[src/rtl/etw_pkg.sv]
// ----------------------------------------------------------------------------
// Ego-to-world transform package
// Request and response types, the CORDIC pipeline word and fixed constants.
// ----------------------------------------------------------------------------
package etw_pkg;

    localparam int W_CS    = 33;
    localparam int W_PROD  = 65;
    localparam int W_SUM   = 67;
    localparam int W_WORLD = 38;

    typedef struct packed {
        logic signed [31:0] point_x;
        logic signed [31:0] point_y;
        logic signed [31:0] robot_x;
        logic signed [31:0] robot_y;
        logic signed [15:0] robot_heading;
    } t_req;

    typedef struct packed {
        logic signed [31:0] world_x;
        logic signed [31:0] world_y;
        logic               overflow;
    } t_rsp;

    typedef struct packed {
        logic signed [W_CS-1:0] x;
        logic signed [W_CS-1:0] y;
        logic signed [W_CS-1:0] z;
        logic                   flip;
        logic signed [31:0]     px;
        logic signed [31:0]     py;
        logic signed [31:0]     rx;
        logic signed [31:0]     ry;
    } t_cell_data;

    localparam logic signed [W_CS-1:0] C_GAIN    = 33'sd652032874;
    localparam logic signed [31:0]     C_QUARTER = 32'sd1073741824;
    localparam logic signed [W_SUM-1:0] C_ROUND  = 67'sd536870912;
    localparam logic signed [W_WORLD-1:0] C_MAX  = 38'sd2147483647;
    localparam logic signed [W_WORLD-1:0] C_MIN  = -38'sd2147483648;

    localparam logic signed [W_CS-1:0] C_ATAN [32] = '{
        33'sd536870912, 33'sd316933406, 33'sd167458907, 33'sd85004756,
        33'sd42667331,  33'sd21354465,  33'sd10679838,  33'sd5340245,
        33'sd2670163,   33'sd1335087,   33'sd667544,    33'sd333772,
        33'sd166886,    33'sd83443,     33'sd41722,     33'sd20861,
        33'sd10430,     33'sd5215,      33'sd2608,      33'sd1304,
        33'sd652,       33'sd326,       33'sd163,       33'sd81,
        33'sd41,        33'sd20,        33'sd10,        33'sd5,
        33'sd3,         33'sd1,         33'sd1,         33'sd0
    };

endpackage

[src/rtl/etw_cell.sv]
// ----------------------------------------------------------------------------
// Ego-to-world CORDIC cell
// One rotation-mode CORDIC iteration with its own valid bit and stall logic.
// ----------------------------------------------------------------------------
module etw_cell
    import etw_pkg::*;
#(
    parameter int K = 0
) (
    input  logic       i_clk,
    input  logic       i_rst_n,
    input  logic       i_valid,
    input  t_cell_data i_d,
    output logic       o_ready,
    output logic       o_valid,
    output t_cell_data o_d,
    input  logic       i_ready
);

    localparam int SHIFT = K % 32;

    logic       r_valid;
    t_cell_data r_d;
    t_cell_data n_d;
    logic signed [W_CS-1:0] w_dx;
    logic signed [W_CS-1:0] w_dy;

    assign o_ready = ~r_valid | i_ready;
    assign o_valid = r_valid;
    assign o_d     = r_d;

    assign w_dx = i_d.y >>> SHIFT;
    assign w_dy = i_d.x >>> SHIFT;

    always_comb begin
        n_d = i_d;
        if (!i_d.z[W_CS-1]) begin
            n_d.x = i_d.x - w_dx;
            n_d.y = i_d.y + w_dy;
            n_d.z = i_d.z - C_ATAN[SHIFT];
        end else begin
            n_d.x = i_d.x + w_dx;
            n_d.y = i_d.y - w_dy;
            n_d.z = i_d.z + C_ATAN[SHIFT];
        end
    end

    always_ff @(posedge i_clk) begin
        if (!i_rst_n) begin
            r_valid <= 1'b0;
        end else if (o_ready) begin
            r_valid <= i_valid;
        end
    end

    always_ff @(posedge i_clk) begin
        if (o_ready && i_valid) begin
            r_d <= n_d;
        end
    end

endmodule

[config.mk]
export PLATFORM = sky130hd
export DESIGN_NAME = etw_cell
export DESIGN_NICKNAME = d
export VERILOG_FILES = /design/src/rtl/etw_pkg.sv /design/src/rtl/etw_cell.sv
export SDC_FILE = /design/constraint.sdc
export NUM_CORES = 1
export LEC_CHECK = 0
export BUFFER_PORTS_ARGS = -buffer_cell sky130_fd_sc_hd__buf_2
export CELL_PAD_IN_SITES_DETAIL_PLACEMENT = 2
export CELL_PAD_IN_SITES_GLOBAL_PLACEMENT = 2
export CORE_MARGIN = 4
export CORE_UTILIZATION = 32
export CTS_BUF_LIST = sky130_fd_sc_hd__clkbuf_4
export CTS_CLUSTER_DIAMETER = 150
export CTS_CLUSTER_SIZE = 24
export DETAILED_ROUTE_END_ITERATION = 8
export PLACE_DENSITY = 0.8
export SETUP_SLACK_MARGIN = 0.2
export SYNTH_ARGS = -nofsm -noshare
export SYNTH_HDL_FRONTEND = slang
export SYNTH_SLANG_ARGS = --single-unit
[constraint.sdc]
create_clock -name i_clk -period 8.6 [get_ports i_clk]
set_input_delay 1.29 -clock i_clk [delete_from_list [all_inputs] [get_ports i_clk]]
set_output_delay 1.29 -clock i_clk [all_outputs]
set_load 0.02 [all_outputs]
# After elaboration in Yosys (flattened, before gate mapping)
# Cells that the tools add are included.
# classes
n_mux	1
n_reduce_logical	1
n_bitwise	2
add_sub_neg	5
# ops
cell	n
two-way mux 99 bit	1
subtractor 33 bit	2
adder 33 x 31 -> 33 bit (second input constant)	1
adder 33 bit	1
subtractor 33 x 31 -> 33 bit (second input constant)	1
logical AND 1 bit	1
inverter 1 bit	1
OR 1 bit	1
# word_totals
ff_bits	229
input_bits	232
out_inout_bits	230

# Logic depth before layout (Yosys ltp)
# depth
ltp_word	3
ltp_mapped	13

# Worst setup path before layout
# No wires, ideal clock.
# synth_path
kind	in2reg
start	input port i_ready
end	register r_d (netlist bit o_d[0]), enable pin
n_path_buf	0
t_required_ns	7.985
setup_slack_ns	1.238
arrival_ns	6.746
stages	2
cell_sequence	nand2b_1 -> and2_1
# synth_between
elab_chain_cells	2
# synth_lines
item	line	rtl
start, declared	etw_cell.sv:17	input logic i_ready
OR 1 bit	etw_cell.sv:28	assign o_ready = ~r_valid | i_ready;
logical AND 1 bit	etw_cell.sv:57	if (o_ready && i_valid) begin
end signal, assigned	etw_cell.sv:58	r_d <= n_d;
end, declared	etw_cell.sv:23	t_cell_data r_d;
# No other way between the ends.
# A chain may end at the register's enable or synchronous reset.

==> out/metrics.cfg <==
[detailed_routing]
totalWireLength_um=57300
ant_nets=0
drt_first_pass_iters=5
wl_per_cell_um=27.7
first_iter_violations=761
drc=0
viasPerCell=5.22
dr_total_vias=10779

[critical_path]
required_ns=9.05
worst_ep_arrival_time_ns=4.53
critPathKind=input pin to register
crit_path_max_fanout=12
endpoint_kind=register
critPathLaunchType=input pin

[pwr]
p_leak_nw=6.74
p_sw_w=0.000920
swShare_pct=35.2
combPwrFrac_pct=30.4
fin_total_pwr_w=0.00261
ir_drop_mv=0.0756
clkPwrFrac_pct=17.0
p_per_area_nw_per_um2=168
power.internal_w=0.00169
seq_power_share_pct=52.6

[synthesis]
synth_ff_type=edfxtp_1
netlist_area_um2=12600
syn_inst=1097
async_flop_share_pct=0
synth.most_common_cell=edfxtp_1
synth_edf_count=227
syn-mean-instance-area_um2=11.5
yosysUniqueCellTypes=77
yosysSeqAreaShare_pct=54.4
synth_top_cell_area_share_pct=54.2
synth.ff_latch_count=228
yosysTopAreaCell=edfxtp_1
ys_warn_count=0
synthTopCellsByCount=edfxtp_1 (227), a21oi_1 (107), inv_1 (100)
ys_top_cells_by_area=edfxtp_1 (54%), ha_1 (9.8%), a21oi_1 (4.3%), xnor2_1 (4.0%), inv_1 (3.0%)
syn_nets=1431

[sta]
worstMarginPinSlew_ns=0.987
period_needed_ns=4.09
hold_viol=0
report.final.slew_viol_count=0
setup_ws_ns=4.51
fin_skew_ns=0.0272
max_freq_mhz=245
slew_headroom_pct=34.2
fin_crit_sh_pct=47.5
finalSetupTns_ns=0
rsz0062_at_grt=false
whs_ns=0.650
setup_viol=0

[place]
dp_hpwl_um=46900
gp_congestion=0.932
io_buffers=461
pre_cts_ws_ns=3.74
postPlaceCellArea_um2=15400

[global_routing]
grt_antenna_before_repair=26
grt.total_usage_pct=25.4
grt_pass1_wl_um=79800
grt_max_degree=171
grt_pass1_vias=11669
overflow=0

[clocking]
cts_hold_buf=0
numCtsBuffers=13
cts_tree=built
cts-root-buf=clkbuf_4
ctsResizeCount=0
clk_latency_ns=0.69
clk_path_buf_depth=3
h-tree-depth=1
postCtsSetupRepairBufs=0
clk_pin_slew_worst_paths_ns=0.26
cts.sinks=228

[final_layout]
final_cell_area_um2=15500
syn_to_final_growth_pct=23.5
drive_gt1_share_pct=33.4
fin_nets=1865

[hold_path]
holdCritPathClass=register to register

[die]
rows=72
io_pins=462
start_util_pct=32.5
die_width_um=206
core-area_um2=38700
dieHeight_um=206
floorplan.die_area_um2=42500

[status]
status=finished clean

[run]
cap_violations=0

-- flip-flops by register name (all words and copies together) (netlist names) --
register / count
o_d: 227
o_valid: 1
-- cell families (layout without fill, tap and decap cells) --
family                     after synthesis  in the layout  synth area share, %
and+or+nand+nor                        242            242                 9.22
AOI/OAI and AO/OA                      296            296                 15.7
buffers and inverters                  152            589                 4.85
xor gates and xnor gates                64             64                 4.46
DFF                                    228            228                 54.4
muxes                                   13             13                 1.04
adders and majority gates              102            102                 10.4
other                                    0             13                    0
-- path summary, 6_finish.rpt --
path	slack [ns]	startpoint	depth (start not counted)	end
max	4.51	i_d[167]	13	o_d[227]$_DFFE_PP_
min	0.65	o_valid$_SDFFE_PN0N_	2	o_valid$_SDFFE_PN0N_
max reg2reg	6.09	o_valid$_SDFFE_PN0N_	3	o_d[181]$_DFFE_PP_
min reg2reg	0.65	o_valid$_SDFFE_PN0N_	2	o_valid$_SDFFE_PN0N_
-- layout by cell type, fill, tap and decap left out, types with 9 or more instances in the layout --
| master | netlist | final |
|---|---|---|
| edfxtp_1 | 227 | 227 |
| buf_2 | 13 | 461 |
| nor2_1 | 92 | 92 |
| a21oi_1 | 107 | 107 |
| xnor2_1 | 58 | 58 |
| nand2_1 | 47 | 47 |
| mux2i_1 | 13 | 13 |
| nand2b_1 | 9 | 9 |
| and3_1 | 9 | 9 |
| nor3_1 | 18 | 18 |
| o21ai_1 | 16 | 16 |
| nor2b_1 | 13 | 13 |
| ha_1 | 98 | 98 |
| clkbuf_4 | 0 | 16 |
| nand3_1 | 14 | 14 |
| a21o_1 | 18 | 18 |
| diode_2 | 0 | 13 |
| inv_1 | 100 | 100 |
| o31ai_1 | 9 | 9 |
| o21ai_0 | 46 | 46 |
| o21bai_1 | 16 | 16 |
| nand4_1 | 9 | 9 |
-- per-layer routing --
layer	track usage (%)	vias up	share of wire, %
met5	0	-	0.31
met4	10.6	24	4.5
met3	7.33	121	7.5
met2	44.8	422	50
met1	28.9	5392	38
li1	-	4820	-
-- stage by stage --
| step | cells | utilization (%) |
|---|---|---|
| after global routing | 2057 | 40.0 |
| after global placement | 2034 | 39.6 |
| final | 2065 | 40.1 |
| after detailed placement | 2034 | 39.6 |
| after CTS | 2052 | 40.0 |
| after floorplan | 1097 | - |
-- cell type report --
cell class,count,area (µm²)
Tap cell,518,648
Clock buffer,16,120
Antenna cell,13,32.5
Clock inverter,2,16.3
Fill cell,4247,23200
Multi-Input combinational cell,717,5130
Inverter,107,402
Sequential cell,228,6840
Timing Repair Buffer,464,2340
-- worst max-delay path, cell delays in order --
cell       delay (ns)
buf_2            0.11
inv_1            0.05
ha_1             0.49
and2_4           0.25
a221oi_2         0.27
nand2_1          0.16
a221oi_2         0.59
o41ai_1          0.27
a41oi_1          0.43
a21oi_1          0.14
a2111oi_2        0.22
nor2_1           0.10
xor2_1           0.15
-- power by group through the flow --
stage / Combinational [W] / Clock, W / Sequential (W)
5_1_grt: 0.000850 / 0.000505 / 0.00138
3_5_place_dp: 0.000790 / 0 / 0.00140
2_1_floorplan: 0.000350 / 0 / 0.00152
4_1_cts: 0.000796 / 0.000471 / 0.00138
6_report: 0.000795 / 0.000444 / 0.00137
3_3_place_gp: 0.000766 / 0 / 0.00139
No activity file was read; power rests on OpenSTA's default activity.
